**src/design/dsfp_pkg.sv**
```systemverilog
`timescale 1ns / 1ps
// ---------------------------------------------------------------------------
// dsfp_pkg
// Types and codes shared by the direct sound FIFO pair.
// ---------------------------------------------------------------------------
package dsfp_pkg;

    localparam logic [1:0] REQ_PUSH  = 2'd0;
    localparam logic [1:0] REQ_TIMER = 2'd1;
    localparam logic [1:0] REQ_CLEAR = 2'd2;

    localparam logic [1:0] REG_SOUND_ENABLE = 2'd0;
    localparam logic [1:0] REG_TIMER_FOR_A  = 2'd1;
    localparam logic [1:0] REG_TIMER_FOR_B  = 2'd2;

    typedef struct packed {
        logic [1:0]  req_type;
        logic        fifo_sel;
        logic [31:0] push_word;
        logic        overflow_timer;
    } t_req;

    typedef struct packed {
        logic signed [7:0] latch_a;
        logic signed [7:0] latch_b;
        logic [5:0]        fill_a;
        logic [5:0]        fill_b;
        logic              request_a;
        logic              request_b;
    } t_res;

    typedef struct packed {
        logic push;
        logic pop;
        logic clear;
    } t_fifo_ctl;

endpackage

```
**src/design/dsfp_fifo.sv**
```systemverilog
`timescale 1ns / 1ps
// ---------------------------------------------------------------------------
// dsfp_fifo
// One byte FIFO held in a synchronous memory, with its head, fill count and
// output sample latch.
// ---------------------------------------------------------------------------
module dsfp_fifo #(
    parameter int DEPTH = 32
) (
    input  logic                         i_clk,
    input  logic                         i_rst_n,
    input  dsfp_pkg::t_fifo_ctl          i_ctl,
    input  logic [7:0]                   i_wdata,
    output logic [7:0]                   o_latch,
    output logic [$clog2(DEPTH+1)-1:0]   o_count
);
    import dsfp_pkg::*;

    localparam int AW = $clog2(DEPTH);
    localparam int CW = $clog2(DEPTH + 1);

    logic [7:0]    r_mem [DEPTH];
    logic [7:0]    r_rdata;
    logic [AW-1:0] r_head;
    logic [AW-1:0] n_head;
    logic [CW-1:0] r_count;
    logic [CW-1:0] n_count;
    logic [7:0]    r_latch;
    logic [7:0]    n_latch;
    logic [AW:0]   tail_sum;
    logic [AW-1:0] tail;
    logic          wr_en;

    assign tail_sum = (AW + 1)'(r_head) + (AW + 1)'(r_count);
    assign tail     = (tail_sum >= (AW + 1)'(DEPTH)) ?
                      AW'(tail_sum - (AW + 1)'(DEPTH)) : AW'(tail_sum);
    assign wr_en    = i_ctl.push && (r_count < CW'(DEPTH));

    always_ff @(posedge i_clk) begin
        if (wr_en) begin
            r_mem[tail] <= i_wdata;
        end
        r_rdata <= r_mem[r_head];
    end

    always_comb begin
        n_head  = r_head;
        n_count = r_count;
        n_latch = r_latch;
        if (i_ctl.clear) begin
            n_head  = '0;
            n_count = '0;
        end else if (wr_en) begin
            n_count = r_count + CW'(1);
        end else if (i_ctl.pop && (r_count != '0)) begin
            n_latch = r_rdata;
            n_count = r_count - CW'(1);
            n_head  = (r_head == AW'(DEPTH - 1)) ? '0 : r_head + AW'(1);
        end
    end

    always_ff @(posedge i_clk) begin
        if (!i_rst_n) begin
            r_head  <= '0;
            r_count <= '0;
            r_latch <= '0;
        end else begin
            r_head  <= n_head;
            r_count <= n_count;
            r_latch <= n_latch;
        end
    end

    assign o_latch = r_latch;
    assign o_count = r_count;

endmodule

```
**src/design/direct_sound_fifo_pair_unit.sv**
```systemverilog
`timescale 1ns / 1ps
// ---------------------------------------------------------------------------
// direct_sound_fifo_pair_unit
// Two sample FIFOs drained by timer overflows into output latches.
// ---------------------------------------------------------------------------
// Channel   Direction  Handshake                Payload
// request   in         start high, busy low     i_req (t_req)
// result    out        o_done strobe, 1 cycle   o_res (t_res)
// config    in         APB write access phase   paddr, pwdata
//
// A push writes its four bytes one at a time through the single write port
// in S_PUSH, then returns its result in S_RESP. A timer overflow with sound
// enabled passes through S_POP, where the latches take the registered read
// of the head entry, then S_RESP; clear, other requests and a timer overflow
// with sound disabled go straight to S_RESP. Busy stays high through the
// result cycle, so the next transaction can be accepted in the cycle after.
// Reset is synchronous and empties both FIFOs and zeroes the latches.
// The receiver cannot stall; each result is shown for exactly one cycle.
// ---------------------------------------------------------------------------
module direct_sound_fifo_pair_unit #(
    parameter int FIFO_DEPTH   = 32,
    parameter int REFILL_LEVEL = 16
) (
    input  logic           i_clk,
    input  logic           i_rst_n,
    input  logic           start,
    output logic           busy,
    input  dsfp_pkg::t_req i_req,
    output logic           o_done,
    output dsfp_pkg::t_res o_res,
    input  logic           psel,
    input  logic           penable,
    input  logic           pwrite,
    input  logic [3:0]     paddr,
    input  logic [31:0]    pwdata,
    output logic [31:0]    prdata,
    output logic           pready
);
    import dsfp_pkg::*;

    localparam int CW = $clog2(FIFO_DEPTH + 1);

    typedef enum logic [3:0] {
        S_IDLE = 4'b0001,
        S_PUSH = 4'b0010,
        S_POP  = 4'b0100,
        S_RESP = 4'b1000
    } t_state;

    t_state      r_state;
    t_state      n_state;
    logic [1:0]  r_kind;
    logic        r_sel;
    logic [31:0] r_word;
    logic [1:0]  r_idx;
    logic        r_drain_a;
    logic        r_drain_b;
    logic        r_sound_enable;
    logic        r_timer_for_a;
    logic        r_timer_for_b;
    logic        accept;
    logic        cfg_wr;
    logic        run;
    t_fifo_ctl   ctl_a;
    t_fifo_ctl   ctl_b;
    logic [7:0]  wbyte;
    logic [7:0]  latch_a;
    logic [7:0]  latch_b;
    logic [CW-1:0] count_a;
    logic [CW-1:0] count_b;

    assign accept = start && !busy;
    assign busy   = (r_state != S_IDLE);
    assign cfg_wr = psel && penable && pwrite && pready;
    assign pready = 1'b1;
    assign run    = r_sound_enable && (i_req.req_type == REQ_TIMER);

    always_ff @(posedge i_clk) begin
        if (!i_rst_n) begin
            r_sound_enable <= 1'b0;
            r_timer_for_a  <= 1'b0;
            r_timer_for_b  <= 1'b0;
        end else if (cfg_wr) begin
            case (paddr[3:2])
                REG_SOUND_ENABLE: r_sound_enable <= pwdata[0];
                REG_TIMER_FOR_A:  r_timer_for_a  <= pwdata[0];
                REG_TIMER_FOR_B:  r_timer_for_b  <= pwdata[0];
                default: ;
            endcase
        end
    end

    always_comb begin
        case (paddr[3:2])
            REG_SOUND_ENABLE: prdata = {31'd0, r_sound_enable};
            REG_TIMER_FOR_A:  prdata = {31'd0, r_timer_for_a};
            REG_TIMER_FOR_B:  prdata = {31'd0, r_timer_for_b};
            default:          prdata = '0;
        endcase
    end

    always_comb begin
        n_state = r_state;
        case (r_state)
            S_IDLE: begin
                if (accept) begin
                    if (i_req.req_type == REQ_PUSH) begin
                        n_state = S_PUSH;
                    end else if (run) begin
                        n_state = S_POP;
                    end else begin
                        n_state = S_RESP;
                    end
                end
            end
            S_PUSH: begin
                if (r_idx == 2'd3) begin
                    n_state = S_RESP;
                end
            end
            S_POP:   n_state = S_RESP;
            S_RESP:  n_state = S_IDLE;
            default: n_state = S_IDLE;
        endcase
    end

    always_ff @(posedge i_clk) begin
        if (!i_rst_n) begin
            r_state   <= S_IDLE;
            r_idx     <= '0;
            r_drain_a <= 1'b0;
            r_drain_b <= 1'b0;
        end else begin
            r_state <= n_state;
            if (accept) begin
                r_idx     <= '0;
                r_drain_a <= run && (i_req.overflow_timer == r_timer_for_a);
                r_drain_b <= run && (i_req.overflow_timer == r_timer_for_b);
            end else if (r_state == S_PUSH) begin
                r_idx <= r_idx + 2'd1;
            end
        end
    end

    always_ff @(posedge i_clk) begin
        if (accept) begin
            r_kind <= i_req.req_type;
            r_sel  <= i_req.fifo_sel;
            r_word <= i_req.push_word;
        end
    end

    assign wbyte = r_word[{r_idx, 3'b000} +: 8];

    always_comb begin
        ctl_a.push  = (r_state == S_PUSH) && !r_sel;
        ctl_a.pop   = (r_state == S_POP) && r_drain_a;
        ctl_a.clear = accept && (i_req.req_type == REQ_CLEAR) && !i_req.fifo_sel;
        ctl_b.push  = (r_state == S_PUSH) && r_sel;
        ctl_b.pop   = (r_state == S_POP) && r_drain_b;
        ctl_b.clear = accept && (i_req.req_type == REQ_CLEAR) && i_req.fifo_sel;
    end

    dsfp_fifo #(
        .DEPTH (FIFO_DEPTH)
    ) u_fifo_a (
        .i_clk   (i_clk),
        .i_rst_n (i_rst_n),
        .i_ctl   (ctl_a),
        .i_wdata (wbyte),
        .o_latch (latch_a),
        .o_count (count_a)
    );

    dsfp_fifo #(
        .DEPTH (FIFO_DEPTH)
    ) u_fifo_b (
        .i_clk   (i_clk),
        .i_rst_n (i_rst_n),
        .i_ctl   (ctl_b),
        .i_wdata (wbyte),
        .o_latch (latch_b),
        .o_count (count_b)
    );

    assign o_done = (r_state == S_RESP);

    always_comb begin
        o_res.latch_a   = $signed(latch_a);
        o_res.latch_b   = $signed(latch_b);
        o_res.fill_a    = 6'(count_a);
        o_res.fill_b    = 6'(count_b);
        o_res.request_a = r_drain_a && (32'(count_a) <= REFILL_LEVEL);
        o_res.request_b = r_drain_b && (32'(count_b) <= REFILL_LEVEL);
    end

    a_done_after_busy: assert property (@(posedge i_clk) disable iff (!i_rst_n)
        o_done |-> ($past(busy) || $past(accept)))
        else $error("result strobe without a transaction in progress");

    a_accept_busy: assert property (@(posedge i_clk) disable iff (!i_rst_n)
        accept |=> busy)
        else $error("accepted transaction did not raise busy");

    a_fill_bound: assert property (@(posedge i_clk) disable iff (!i_rst_n)
        (32'(count_a) <= FIFO_DEPTH) && (32'(count_b) <= FIFO_DEPTH))
        else $error("FIFO fill count beyond depth");

    a_request_timer: assert property (@(posedge i_clk) disable iff (!i_rst_n)
        (o_done && (o_res.request_a || o_res.request_b)) |-> (r_kind == REQ_TIMER))
        else $error("refill request on a transaction that is not a timer overflow");

endmodule
```
**config.mk**
```make
export PLATFORM = sky130hd
export DESIGN_NAME = direct_sound_fifo_pair_unit
export DESIGN_NICKNAME = d
export VERILOG_FILES = /design/src/design/dsfp_pkg.sv /design/src/design/dsfp_fifo.sv /design/src/design/direct_sound_fifo_pair_unit.sv
export SDC_FILE = /design/constraint.sdc
export NUM_CORES = 1
export LEC_CHECK = 0
export BUFFER_PORTS_ARGS = -buffer_cell sky130_fd_sc_hd__buf_2
export CAP_MARGIN = 20
export CORE_ASPECT_RATIO = 2
export CORE_UTILIZATION = 25
export DETAILED_ROUTE_END_ITERATION = 7
export PLACE_DENSITY = 0.45
export RECOVER_POWER = 25
export SYNTH_ARGS = -nofsm -noshare
export SYNTH_HDL_FRONTEND = slang
export SYNTH_HIERARCHICAL = 1
export SYNTH_SLANG_ARGS = --single-unit
```
**constraint.sdc**
```tcl
create_clock -name i_clk -period 3.3 [get_ports i_clk]
set_input_delay 0.165 -clock i_clk [delete_from_list [all_inputs] [get_ports i_clk]]
set_output_delay 0.165 -clock i_clk [all_outputs]
set_load 0.02 [all_outputs]
```
== Yosys cells after proc, flatten, opt, wreduce, memory -nomap -nowiden ==
Memories as Yosys holds them, arrays and structs flattened. A register that Yosys moved wholly into a read port is not among the register bits.
Cells that the tools add are included.
Cells by class
  add/subtract/negate cells: 11
  $lt $le $gt $ge: 6
  equality and inequality tests: 16
  shift-type cells: 1
  mux-type cells: 18
  bitwise operators: 5
  reductions and logical operators: 39
Operator list (number)
  $shiftx A32 B6 Y8: 1
  $mux W6: 4
  $mux W5: 4
  $logic_and A1 B1 Y1: 19
  $mux W4: 4
  $add A5 B6 Y6: 2
  $add A6 B1 Y6 const B: 2
  $ge A6 B6 Y1 const B: 2
  $le A6 B5 Y1 const B: 2
  $lt A6 B6 Y1 const B: 2
  $pmux W4 S3: 1
  $reduce_and A2 Y1: 6
  $reduce_bool A6 Y1: 2
  $sub A6 B1 Y6 const B: 2
  $add A5 B1 Y5 const B: 2
  $eq A5 B5 Y1 const B: 2
  $sub A5 B1 Y5 const B: 2
  $eq A2 B2 Y1 const B: 3
  $reduce_and A3 Y1: 2
  $reduce_or A2 Y1: 3
  $not A1 Y1: 5
  $eq A2 B1 Y1 const B: 2
  $eq A4 B1 Y1 const B: 1
  $eq A4 B2 Y1 const B: 1
  other kinds (11): 20
Storage, ports and cells
  register bits after elaboration: 82
  memory bits (writable): 512
  bits of input ports: 78
  output and inout bits: 65
  word-level logic and storage cells: 113
  memories: 2
Memories
  u_fifo_a.r_mem: depth 32, width 8, rd ports 1, clocked after memory_dff 1, write ports 1, line dsfp_fifo.sv:22  | logic [7:0] r_mem [DEPTH];
  u_fifo_b.r_mem: depth 32, width 8, rd ports 1, clocked after memory_dff 1, write ports 1, line dsfp_fifo.sv:22

== Logic depth before layout (Yosys ltp) ==
Gate-level depths: netlist of run 1.
  depth after elaboration: 7
  gate-level depth with buffers: 11
  depth with buffers taken out: 9

== Cells and area by module ==
Netlist of run 1, hierarchy kept.
By module, submodules not included
  dsfp_fifo at u_fifo_a: times used 1, cells each 649, area an instance 11347.1 um^2, sequential area each 8227.9 um^2
  dsfp_fifo at u_fifo_b: times used 1, cells each 608, area an instance 11204.5 um^2, sequential area each 8227.9 um^2
  direct_sound_fifo_pair_unit: times used 1, cells each 151, area an instance 2119.5 um^2, sequential area each 1211.2 um^2

== Worst setup path before layout of run 1 ==
No wires, ideal clock.
  path kind: reg2reg
  start point: reg r_state[2]
  end point: mem u_fifo_a.r_mem[1][0] (enable)
  setup time: 0.383 ns
  data arrival time: 2.633 ns
  required time: 2.917 ns
  setup slack: 0.284 ns
  cell stages (with the launch flop): 10
  path buffers: 2
  period minus slack after synthesis: 3.016 ns
  cell sequence: dfxtp_1 -> nor4b_4 -> nor2b_1 -> nor2b_1 -> buf_2 -> inv_2 -> clkbuf_1 -> nor3b_1 -> nand2_1 -> nor3_1
RTL lines
  from (decl): line direct_sound_fifo_pair_unit.sv:50  | t_state r_state;
  from (signal assigned): line direct_sound_fifo_pair_unit.sv:134  | r_state <= n_state;
  to (decl): line dsfp_fifo.sv:22

== Worst setup path after layout of run 1 ==
  start point: reg r_idx[0]
  end point: mem u_fifo_a.r_mem[2][7], data pin
On the way
  cells in the longest elaborated chain, start to end: 1
Ends and longest elaborated chain
  from (decl): line direct_sound_fifo_pair_unit.sv:55  | logic [1:0] r_idx;
  from (signal assigned): line direct_sound_fifo_pair_unit.sv:140  | r_idx <= r_idx + 2'd1;
  $shiftx A32 B6 Y8: line direct_sound_fifo_pair_unit.sv:153  | assign wbyte = r_word[{r_idx, 3'b000} +: 8];
  via wbyte[7]: line direct_sound_fifo_pair_unit.sv:66  | logic [7:0] wbyte;
The timed path passes the listed nets, and every way through them passes these cells.

==> results of run 1 <==
-- placed cells by master (no fill, tap or decap), types with 5 or more instances in the layout --
| cell | n |
|---|---|
| a21o_1 | 7 |
| a21oi_1 | 42 |
| a221oi_1 | 6 |
| a22o_1 | 15 |
| a22oi_1 | 41 |
| buf_2 | 39 |
| buf_4 | 97 |
| clkbuf_1 | 54 |
| clkbuf_16 | 61 |
| clkbuf_2 | 8 |
| clkbuf_8 | 6 |
| clkinv_1 | 6 |
| clkinv_2 | 9 |
| clkinvlp_4 | 6 |
| conb_1 | 32 |
| dfxtp_1 | 62 |
| dlygate4sd3_1 | 44 |
| edfxtp_1 | 545 |
| ha_1 | 21 |
| inv_1 | 11 |
| mux2i_1 | 103 |
| mux4_1 | 5 |
| mux4_2 | 83 |
| nand2_1 | 41 |
| nand3_1 | 48 |
| nand4_1 | 9 |
| nor2_1 | 55 |
| nor2b_1 | 8 |
| nor3_1 | 41 |
| o21ai_0 | 20 |
| o21ai_2 | 8 |
| o221ai_1 | 9 |
| o22ai_1 | 9 |
| xnor2_1 | 14 |
| xor2_1 | 12 |
-- cells in the mapped netlist (all sizes together), types with 5 or more instances --
master / count / area share, %
clkbuf: 26 / 0.40
o21ai: 28 / 0.69
ha: 21 / 1.1
mux4: 88 / 8.1
nand3: 50 / 1.1
a2111oi: 8 / 0.41
a21oi: 42 / 0.85
a221oi: 8 / 0.36
o221ai: 9 / 0.32
nand4: 9 / 0.23
nor4b: 5 / 0.30
a22oi: 41 / 1.2
mux2i: 103 / 4.2
a21o: 7 / 0.21
dfxtp: 65 / 5.3
a22o: 15 / 0.53
nand2: 43 / 0.67
inv: 12 / 0.18
nor2b: 9 / 0.23
o22ai: 9 / 0.23
buf: 77 / 2.1
xor2: 12 / 0.43
nor2: 56 / 0.88
nor3: 41 / 0.83
edfxtp: 545 / 66
xnor2: 14 / 0.50
-- worst max path at each step --
stage	slack, ps	cells after the start	end
2_1_floorplan	280	9	u_fifo_a/r_mem[1][0]$_DFFE_PP_
3_3_place_gp	350	8	u_fifo_a/r_mem[14][5]$_DFFE_PP_
3_5_place_dp	300	8	u_fifo_a/r_mem[16][4]$_DFFE_PP_
4_1_cts	290	8	u_fifo_a/r_mem[16][6]$_DFFE_PP_
5_1_grt	50	2	u_fifo_a/r_mem[2][7]$_DFFE_PP_
6_report	260	2	u_fifo_a/r_mem[2][7]$_DFFE_PP_
-- kinds of logic after synthesis --
kind of cell               after synthesis  synth area share, %
DFF                                    610                 71.6
buffers and inverters                  116                 2.72
adders and majority gates               25                 1.39
xor gates and xnor gates                26                0.923
muxes                                  193                 12.4
other                                    2               0.0304
and+or+nand+nor                        248                 5.27
AOI/OAI and AO/OA                      188                 5.68
-- what timing repair did --
action                                 CTS  global route
buffers inserted                         0             0
endpoints found under the hold margin   42             0
hold buffers                            44             0
-- metrics by stage --
| step | cell area [um2] | power (W) | setup WS (ps) |
|---|---|---|---|
| floorplan | 24800 | 0.00890 | 284 |
| global placement | 27000 | 0.00904 | 351 |
| detailed placement | 27000 | 0.00906 | 302 |
| CTS | 29500 | 0.0160 | 289 |
| global route | 29400 | 0.0163 | 50.0 |
| finish | 29400 | 0.0158 | 255 |
-- power by group --
| group | switching (W) | internal, W |
|---|---|---|
| logic | 0.000301 | 0.0000889 |
| registers | 0.0000180 | 0.00851 |
| clock network | 0.00302 | 0.00387 |
-- cell type report --
cell class | count | area, um2 | area share (%)
Inverter | 13 | 48.8 | 0.166
Clock buffer | 80 | 1660 | 5.64
Clock inverter | 32 | 325 | 1.11
Sequential cell | 610 | 17700 | 60.2
Timing Repair Buffer | 231 | 1600 | 5.44
Tap cell | 1312 | 1640 | 5.59
Antenna cell | 2 | 5.00 | 0.0170
Multi-Input combinational cell | 712 | 6430 | 21.9
-- per-layer routing --
metal  vias to the layer above  track usage, %
li1                       6037               -
met1                      6744            12.3
met2                       287            25.5
met3                        95            1.45
met4                         0            5.49
met5                         -               0
-- registers in the layout, indices dropped and copies added, names as in the netlist --
| register | cells |
|---|---|
| u_fifo_b/r_mem | 256 |
| r_drain_a | 1 |
| r_timer_for_b | 1 |
| u_fifo_b/o_latch | 8 |
| u_fifo_b/r_head | 5 |
| r_drain_b | 1 |
| r_sel | 1 |
| u_fifo_a/o_latch | 8 |
| r_idx | 2 |
| u_fifo_b/r_rdata | 8 |
| r_state | 4 |
| r_timer_for_a | 1 |
| r_word | 32 |
| u_fifo_a/r_mem | 256 |
| u_fifo_a/r_head | 5 |
| u_fifo_a/r_rdata | 8 |
| u_fifo_b/o_count | 6 |
| u_fifo_a/o_count | 6 |
| r_sound_enable | 1 |
-- worst register-to-register path, delay by kind of cell (launching register included) --
kind | cells | cell delay, ps
buffers and inverters | 1 | 820
flip-flops | 1 | 930
multiplexers | 1 | 610
==> metrics.md, run 1 <==
| Metric | Value |
|---|---|
| Worst reg2reg path startpoint | r_idx[0]$_SDFFE_PP0N_ |
| Max IR drop VDD | 401 uV |
| Reg2reg path depth | 2 |
| Max Used Layer | met4 |
| M1 WL | 21800 um |
| WS Path Type | register to register |
| Die W | 224 um |
| Vias in the first global route | 14.0k |
| Via density | 4.40 |
| Critical path origin | r_idx[0]$_SDFFE_PP0N_ |
| Failing checks | capacitance limit, slew limit |
| # rows | 162 |
| Num CTS Buffers | 59 |
| Starting Density | 25.3% |
| Crit end category | register |
| CP Cell Sequence | mux4_2 -> clkbuf_2 |
| HPWL after detailed placement | 40800 um |
| Worst Hold Class | primary input to register |
| Final RePlAce weighted congestion | 0.776 |
| Wire length on met2 | 36100 um |
| CP Data Arrival Time | 3070 ps |
| Critical-path top delay cell | dfxtp_1 |
| Clock Pin Slew Worst Setup and Hold Paths | 60 ps |
| Root buffer cell | clkbuf_16 |
| Worst R2R End | u_fifo_a/r_mem[2][7]$_DFFE_PP_ |
| Post-synthesis cell type count | 75 |
| CTS tree | yes |
| Worst hold start | penable |
| Final hold slack | 43.9 ps |
| FILL cells | 9765 |
| Max FO, Critical Path | 64 |
| Synthesized cell area | 24700 um2 |
| Met3 WL post-DR | 1720 um |
| Syn avg cell area | 17.5 um2 |
| Worst slew margin | -4.71% |
| CP delay by family, top | flip-flops |
| DRC errors left | 0 |
| Clk Latency, worst-skew pair | 640 ps |
| Placed cell count | 2833 |
| 1st-pass router iterations | 5 |
| Total congestion overflow | 0 |
| Initial DRC Count | 758 |
| Critical Path Max Stage Delay | 930 ps |
| Post-CTS sizing | 0 |
| Slew @ Worst Pin | 1570 ps |
| Boundary pin count | 143 |
| Die H | 446 um |
| Initial antenna violation count | 3 |
| DR vias | 13.2k |
| Layout cells sized above 1 | 21.3% |
| Fraction of registers with async set/reset | 0% |
| Outcome | complete, but fails checks |
| Crit path time final | 3040 ps |
| Setup Skew | 19.7 ps |
| Finished Core Util | 30.1% |
| Req. time, crit path | 3330 ps |
| Hold depth | 4 |
| Fin. Hold Viols | 0 |
| H-Tree Depth | 2 |
| Seq cells post-synth | 610 |
| RSZ-0062 raised after global routing | false |
| PwrDens | 538 nW/um2 |
| Max Cap Violations | 4 |
| Post-route ant nets | 0 |
| IO Port Bufs | 77 |
| Largest net degree at the start of global routing | 102 |
| Slew Limit Fails | 259 |
| First-pass GRT wire length | 91100 um |
| Crit path buffers/inverters | 1 |
| CORE AREA | 97700 um2 |
| Tcrit/Tclk final | 92.3% |
| Number of synthesized flops with an enable pin | 545 |
| Setup crit start kind | register |
| Dominant synthesized flop cell | edfxtp_1 |
| Sum Neg Setup Slack | 0 ps |
| Syn Inst Count | 1408 |
| Sink Count | 610 |
| DRT Wirelength | 62100 um |
| Final setup fails | 0 |
| Post-layout net count | 1730 |
| DR WL/cell | 20.7 um |
| FF-to-FF setup slack | 260 ps |
| Fin cells | 2992 |
| Global-route usage over all layers | 12.5% |
| Die area | 100000 um2 |
| Hold Path End | r_timer_for_b$_SDFFE_PN0P_ |
| Max frequency | 328 MHz |
| Clock buffer depth | 3 |
| P_leak | 9.22 nW |
| Sequential element share of the synthesized area | 71.6% |
| Layout overhead on the synthesized area | 19.1% |
| YS warnings | 6 |
(Power assumes the default switching activity.)
==> inputs of run 2 (changes only) <==
--- a/config.mk
+++ b/config.mk
@@ -6,11 +6,12 @@
 export NUM_CORES = 1
 export LEC_CHECK = 0
 export BUFFER_PORTS_ARGS = -buffer_cell sky130_fd_sc_hd__buf_2
-export CAP_MARGIN = 20
+export CELL_PAD_IN_SITES_DETAIL_PLACEMENT = 1
+export CELL_PAD_IN_SITES_GLOBAL_PLACEMENT = 1
 export CORE_ASPECT_RATIO = 2
 export CORE_UTILIZATION = 25
 export DETAILED_ROUTE_END_ITERATION = 7
-export PLACE_DENSITY = 0.45
+export PLACE_DENSITY = 0.5
 export RECOVER_POWER = 25
 export SYNTH_ARGS = -nofsm -noshare
 export SYNTH_HDL_FRONTEND = slang
==> run 2 against run 1 <==
Net effect: the flow still finishes with violations (capacitance limit, slew limit); combinational power decreased by 1%; cell area about the same; critical path depth increased by 8; global-route usage increased by 1.2 points; sequential share of layout area about the same; sequential power about the same; clock power decreased by 2.9%; worst hold slack improved by 65 ps; count of clock-buffer cells in the layout decreased by 3; fmax increased by 3.4%; clock skew increased by 3.5 ps; critical path type unchanged; critical endpoint is now u_fifo_b/r_mem[6][4]$_DFFE_PP_; largest cell class unchanged.
==> metrics.md, run 2 (synthesized netlist as in run 1, its figures left out) <==
| Metric | Value |
|---|---|
| Clock buffer depth | 3 (unchanged) |
| Worst hold start | i_rst_n (was penable) |
| Final RePlAce weighted congestion | 0.779 (was 0.776) |
| DRT Wirelength | 67800 um (was 62100 um) |
| H-Tree Depth | 2 (unchanged) |
| Tcrit/Tclk final | 89.3% (was 92.3%) |
| Num CTS Buffers | 56 (was 59) |
| CP Data Arrival Time | 3270 ps (was 3070 ps) |
| Sum Neg Setup Slack | 0 ps (unchanged) |
| Fin. Hold Viols | 0 (unchanged) |
| Post-CTS sizing | 0 (unchanged) |
| Req. time, crit path | 3620 ps (was 3330 ps) |
| Reg2reg path depth | 10 (was 2) |
| Setup Skew | 23.2 ps (was 19.7 ps) |
| Slew Limit Fails | 70 (was 259) |
| Layout overhead on the synthesized area | 19.1% (about the same) |
| Setup ws final | 354 ps (was 255 ps) |
| Sink Count | 610 (unchanged) |
| DR vias | 13.3k (was 13.2k) |
| Hold Path End | u_fifo_b/o_latch[5]$_SDFFE_PN0P_ (was r_timer_for_b$_SDFFE_PN0P_) |
| Total congestion overflow | 0 (unchanged) |
| Most common cell after layout, fill and taps aside | edfxtp_1 (unchanged) |
| Starting Density | 25.3% (unchanged) |
| Max IR drop VDD | 448 uV (was 401 uV) |
| HPWL after detailed placement | 47100 um (was 40800 um) |
| Post-route ant nets | 0 (unchanged) |
| Hold depth | 3 (was 4) |
| Multi-input logic area | 6430 um2 (about the same) |
| Clk Latency, worst-skew pair | 630 ps (was 640 ps) |
| # rows | 162 (unchanged) |
| Initial DRC Count | 592 (was 758) |
| Clock Pin Slew Worst Setup and Hold Paths | 70 ps (was 60 ps) |
| Reg area | 17700 um2 (about the same) |
| PwrDens | 531 nW/um2 (was 538 nW/um2) |
| Slew @ Worst Pin | 1510 ps (was 1570 ps) |
| First-pass GRT wire length | 98700 um (was 91100 um) |
| Worst slew margin | -0.799% (was -4.71%) |
| RSZ-0062 raised after global routing | false (unchanged) |
| Initial antenna violation count | 1 (was 3) |
| Outcome | complete, but fails checks (unchanged) |
| Via density | 4.45 (was 4.40) |
| Post-layout net count | 1737 (was 1730) |
| Total power | 0.0156 W (was 0.0158 W) |
| Die area | 100000 um2 (unchanged) |
| Setup crit start kind | register (unchanged) |
| Layout cells sized above 1 | 21.7% (was 21.3%) |
| WS Path Type | register to register (unchanged) |
| Final setup fails | 0 (unchanged) |
| Crit end category | register (unchanged) |
| 1st-pass router iterations | 4 (was 5) |
| Most frequent cells in the layout | edfxtp_1 (545), buf_4 (105), mux2i_1 (103) (was edfxtp_1 (545), mux2i_1 (103), buf_4 (97)) |
| FILL cells | 10.3k (was 9765) |
| Max Cap Violations | 1 (was 4) |
| Max FO, Critical Path | 10 (was 64) |
| Die H | 446 um (unchanged) |
| Vias in the first global route | 14.9k (was 14.0k) |
| P_leak | 9.25 nW (was 9.22 nW) |
| Die W | 224 um (unchanged) |
| Crit path time final | 2950 ps (was 3040 ps) |
| Failing checks | capacitance limit, slew limit (unchanged) |
| Setup WS pre-CTS | 312 ps (was 302 ps) |
| Worst reg2reg path startpoint | r_state[2]$_SDFFE_PN0P_ (was r_idx[0]$_SDFFE_PP0N_) |
| Critical path origin | r_state[2]$_SDFFE_PN0P_ (was r_idx[0]$_SDFFE_PP0N_) |
| IO Port Bufs | 77 (unchanged) |
| CORE AREA | 97700 um2 (unchanged) |
| Root buffer cell | clkbuf_16 (unchanged) |
| Boundary pin count | 143 (unchanged) |
| Biggest regs | u_fifo_a/r_mem: 256 flops, u_fifo_b/r_mem: 256 flops, r_word: 32 flops (unchanged) |
| Max frequency | 339 MHz (was 328 MHz) |
| Global-route usage over all layers | 13.7% (was 12.5%) |
| CTS tree | yes (unchanged) |
| Largest net degree at the start of global routing | 65 (was 102) |
| DRC errors left | 0 (unchanged) |
| FF-to-FF setup slack | 350 ps (was 260 ps) |
| DR WL/cell | 22.6 um (was 20.7 um) |
| Worst R2R End | u_fifo_b/r_mem[6][4]$_DFFE_PP_ (was u_fifo_a/r_mem[2][7]$_DFFE_PP_) |
| Worst Hold Class | primary input to register (unchanged) |
==> run 2: cell types whose count changed in the layout (fill, tap and decap cells not counted), moves of 3 or more <==
cell	change
buf_4	+8
inv_6	-3
clkbuf_2	+5
buf_2	+3
clkinv_2	-5
clkbuf_8	-4
clkbuf_1	-7
==> run 2: stage by stage <==
stage          hold slack (ps)  cells  utilization, %  area, um2
3_3_place_gp               344   2843            27.8      27200
4_1_cts                   18.9   2991            30.2      29500
2_1_floorplan              264   1438               -      24800
3_5_place_dp               344   2843            27.8      27200
5_1_grt                   87.5   2992            30.1      29400
6_report                   109   2993            30.1      29400
==> run 2: repair_timing <==
| action | CTS | global route |
|---|---|---|
| endpoints found under the hold margin | 42 | 0 |
| setup buffers | 0 | 0 |
| hold buffers | 45 | 0 |
==> run 2: power breakdown <==
part	total [W]	switching, W	internal [W]
Sequential	0.00853	0.0000192	0.00851
Clock	0.00669	0.00288	0.00381
Combinational	0.000386	0.000297	0.0000896
Total	0.0156	0.00320	0.0124
==> run 2: how the worst max path moves through the flow <==
stage	to	slack, ps
global placement	u_fifo_b/r_mem[6][5]$_DFFE_PP_	360
global route	u_fifo_a/r_mem[28][5]$_DFFE_PP_	70
CTS	u_fifo_b/r_mem[23][2]$_DFFE_PP_	260
floorplan	u_fifo_a/r_mem[1][0]$_DFFE_PP_	280
detailed placement	u_fifo_b/r_mem[23][5]$_DFFE_PP_	310
finish	u_fifo_b/r_mem[6][4]$_DFFE_PP_	350
==> run 2: routing by layer <==
layer  global-route usage [%]  part of all wire, %  wire length [um]  vias up
met2                     28.4                   60             40400      231
met1                     12.6                   33             22100     6927
li1                         -                    -                 -     6034
met3                     1.43                  2.6              1790      113
met4                     7.25                  5.2              3510        0
met5                        0                    0                 0        -
==> run 2: critical path, cell delays in order (launching register included) <==
cell	delay, ps
dfxtp_1	390
nor4b_4	340
buf_4	180
and2_1	260
nand2b_1	340
inv_1	240
nand2_1	80
nor2_1	120
nand2_1	260
nor2_1	200
buf_4	200
==> run 2: area by class of cell <==
class	count	share of cell area, %
Sequential cell	610	60.1
Multi-Input combinational cell	712	21.9
Timing Repair Buffer	241	5.81
Tap cell	1312	5.59
Clock buffer	77	5.36
Clock inverter	26	1.04
Inverter	13	0.166
Antenna cell	2	0.0170
==> inputs of run 3 (changes only) <==
--- a/config.mk
+++ b/config.mk
@@ -13,6 +13,7 @@
 export DETAILED_ROUTE_END_ITERATION = 7
 export PLACE_DENSITY = 0.5
 export RECOVER_POWER = 25
+export REMOVE_ABC_BUFFERS = 1
 export SYNTH_ARGS = -nofsm -noshare
 export SYNTH_HDL_FRONTEND = slang
 export SYNTH_HIERARCHICAL = 1
==> run 3 against run 2 <==
Net effect: the run still ends with capacitance limit, slew limit left; critical path type unchanged; non-clock buffer count rose by 1; final cell count up 0.13%; power decreased by 1.2%; first-iteration DRC count is 5.6% higher; fmax down 1.6%; critical path depth shrank 2; critical endpoint is now u_fifo_a/r_mem[2][5]$_DFFE_PP_; register-to-register slack lost 50 ps; combinational power increased by 1%.
==> metrics.md, run 3 (synthesized netlist as in run 1, its figures left out) <==
| Metric | Value |
|---|---|
| Post-CTS sizing | 0 (unchanged) |
| Boundary pin count | 143 (unchanged) |
| Largest net degree at the start of global routing | 102 (was 65) |
| Levels on crit path | 8 (was 10) |
| Sink Count | 610 (unchanged) |
| Placed cell count | 2839 (was 2843) |
| Global-route usage over all layers | 13.2% (was 13.7%) |
| Total congestion overflow | 0 (unchanged) |
| CTS tree | yes (unchanged) |
| Reg2reg path depth | 8 (was 10) |
| Slew @ Worst Pin | 1630 ps (was 1510 ps) |
| Initial antenna violation count | 1 (unchanged) |
| First-pass GRT wire length | 96400 um (was 98700 um) |
| Post-layout net count | 1738 (was 1737) |
| Root buffer cell | clkbuf_16 (unchanged) |
| Max frequency | 334 MHz (was 339 MHz) |
| Num CTS Buffers | 56 (unchanged) |
| Fin. Hold Viols | 0 (unchanged) |
| Initial DRC Count | 625 (was 592) |
| Met3 WL post-DR | 1590 um (was 1790 um) |
| Worst slew margin | -8.91% (was -0.799%) |
| Post-route ant nets | 0 (unchanged) |
| Most common cell after layout, fill and taps aside | edfxtp_1 (unchanged) |
| Setup bufs post-CTS | 0 (unchanged) |
| Finished Core Util | 30.1% (about the same) |
| Vias in the first global route | 15.0k (was 14.9k) |
| P_leak | 9.24 nW (was 9.25 nW) |
| CP Data Arrival Time | 3320 ps (was 3270 ps) |
| Outcome | complete, but fails checks (unchanged) |
| CP delay by family, top | simple AND/OR/NAND/NOR gates (unchanged) |
| Setup WS pre-CTS | 337 ps (was 312 ps) |
| Final hold slack | 217 ps (was 109 ps) |
| Clk Latency, worst-skew pair | 660 ps (was 630 ps) |
| Clock buffer depth | 3 (unchanged) |
| PwrDens | 525 nW/um2 (was 531 nW/um2) |
| Setup Skew | 41.0 ps (was 23.2 ps) |
| Final setup fails | 0 (unchanged) |
| Internal | 0.0122 W (was 0.0124 W) |
| Req. time, crit path | 3630 ps (was 3620 ps) |
| Clock Pin Slew Worst Setup and Hold Paths | 60 ps (was 70 ps) |
| HPWL after detailed placement | 43700 um (was 47100 um) |
| H-Tree Depth | 2 (unchanged) |
| Max FO, Critical Path | 15 (was 10) |
| Setup ws final | 307 ps (was 354 ps) |
| Hold_buf cts | 50 (was 45) |
| Total power | 0.0154 W (was 0.0156 W) |
| Flop pwr share | 55.3% (was 54.7%) |
| Most frequent cells in the layout | edfxtp_1 (545), buf_4 (104), mux2i_1 (103) (was edfxtp_1 (545), buf_4 (105), mux2i_1 (103)) |
| Clock power frac | 42.2% (was 42.9%) |
| DR vias | 13.2k (was 13.3k) |
| IO Port Bufs | 77 (unchanged) |
| Slew Limit Fails | 130 (was 70) |
| Wire length on met2 | 37700 um (was 40400 um) |
| Via density | 4.42 (was 4.45) |
| Hold depth | 2 (was 3) |
| CP Cell Sequence | nor4b_4 -> nor2b_1 -> nor2b_1 -> inv_2 -> nor3b_1 -> nand2_1 -> nor3_1 -> buf_4 (was nor4b_4 -> buf_4 -> and2_1 -> nand2b_1 -> inv_1 -> nand2_1 -> nor2_1 -> nand2_1 -> nor2_1 -> buf_4) |
| DR WL/cell | 21.8 um (was 22.6 um) |
| DRT Wirelength | 65200 um (was 67800 um) |
| Worst Hold Class | primary input to register (unchanged) |
| Tcrit/Tclk final | 90.7% (was 89.3%) |
| Crit end category | register (unchanged) |
| Crit path time final | 2990 ps (was 2950 ps) |
| Max Cap Violations | 2 (was 1) |
| Crit path buffers/inverters | 2 (was 3) |
| M1 WL | 21900 um (was 22100 um) |
| Layout cells sized above 1 | 21.1% (was 21.7%) |
| Layout overhead on the synthesized area | 19.0% (was 19.1%) |
| Failing checks | capacitance limit, slew limit (unchanged) |
| Max Used Layer | met4 (unchanged) |
| CORE AREA | 97700 um2 (unchanged) |
| Die H | 446 um (unchanged) |
| Comb power frac | 2.5% (about the same) |
| Biggest regs | u_fifo_a/r_mem: 256 flops, u_fifo_b/r_mem: 256 flops, r_word: 32 flops (unchanged) |
| Fin cells | 2997 (was 2993) |
| Die W | 224 um (unchanged) |
| Critical Path Max Stage Delay | 500 ps (was 390 ps) |
| WS Path Type | register to register (unchanged) |
| Die area | 100000 um2 (unchanged) |
| Setup crit start kind | register (unchanged) |
| RSZ-0062 raised after global routing | false (unchanged) |
| Final RePlAce weighted congestion | 0.744 (was 0.779) |
| # rows | 162 (unchanged) |
| Critical-path top delay cell | dfxtp_1 (unchanged) |
| Switching Share | 20.9% (was 20.5%) |
| Sw Pwr | 0.00322 W (was 0.00320 W) |
| DRC errors left | 0 (unchanged) |
| Crit path top cell by count | nor2b_1 |
| 1st-pass router iterations | 4 (unchanged) |
| Starting Density | 25.3% (unchanged) |
| Max IR drop VDD | 408 uV (was 448 uV) |
==> run 3: changes by cell type in the layout (fill, tap and decap cells not counted), sizes merged <==
cell	delta
clkbuf	-3
clkinv	+9
inv	-1
bufinv	-1
buf	-3
clkinvlp	-2
dlygate4sd3	+5
==> run 3: metal layers <==
| layer | track usage (%) | up-vias |
|---|---|---|
| met4 | 8.18 | 0 |
| li1 | - | 6032 |
| met5 | 0 | - |
| met3 | 1.67 | 117 |
| met2 | 26.6 | 236 |
| met1 | 12.2 | 6853 |
==> run 3: worst paths after layout <==
| check | start | endpoint | slack (ps) |
|---|---|---|---|
| min reg2reg | u_fifo_b/r_rdata[6]$_DFF_P_ | u_fifo_b/o_latch[6]$_SDFFE_PN0P_ | 450 |
| min | i_req[30] | r_word[29]$_DFFE_PP_ | 220 |
| max | r_state[1]$_SDFFE_PN0P_ | u_fifo_a/r_mem[2][5]$_DFFE_PP_ | 310 |
| max reg2reg | r_state[1]$_SDFFE_PN0P_ | u_fifo_a/r_mem[2][5]$_DFFE_PP_ | 310 |
==> run 3: power by group through the flow <==
stage	Sequential (W)	Combinational [W]	Clock, W
3_3_place_gp	0.00868	0.000350	0
6_report	0.00853	0.000391	0.00651
5_1_grt	0.00853	0.000431	0.00696
2_1_floorplan	0.00868	0.000177	0
4_1_cts	0.00852	0.000413	0.00671
3_5_place_dp	0.00869	0.000372	0
==> run 3: final cells by class <==
class / instances / area [um2]
Antenna cell: 2 / 5.00
Clock buffer: 75 / 1500
Clock inverter: 31 / 312
Fill cell: 10300 / 68300
Inverter: 13 / 48.8
Multi-Input combinational cell: 712 / 6440
Sequential cell: 610 / 17700
Tap cell: 1312 / 1640
Timing Repair Buffer: 242 / 1740
==> run 3: through the flow <==
stage | area [um2] | TNS, ps
floorplan | 24200 | -1071240
global placement | 27100 | 0
detailed placement | 27100 | 0
CTS | 29400 | 0
global route | 29400 | 0
finish | 29400 | 0
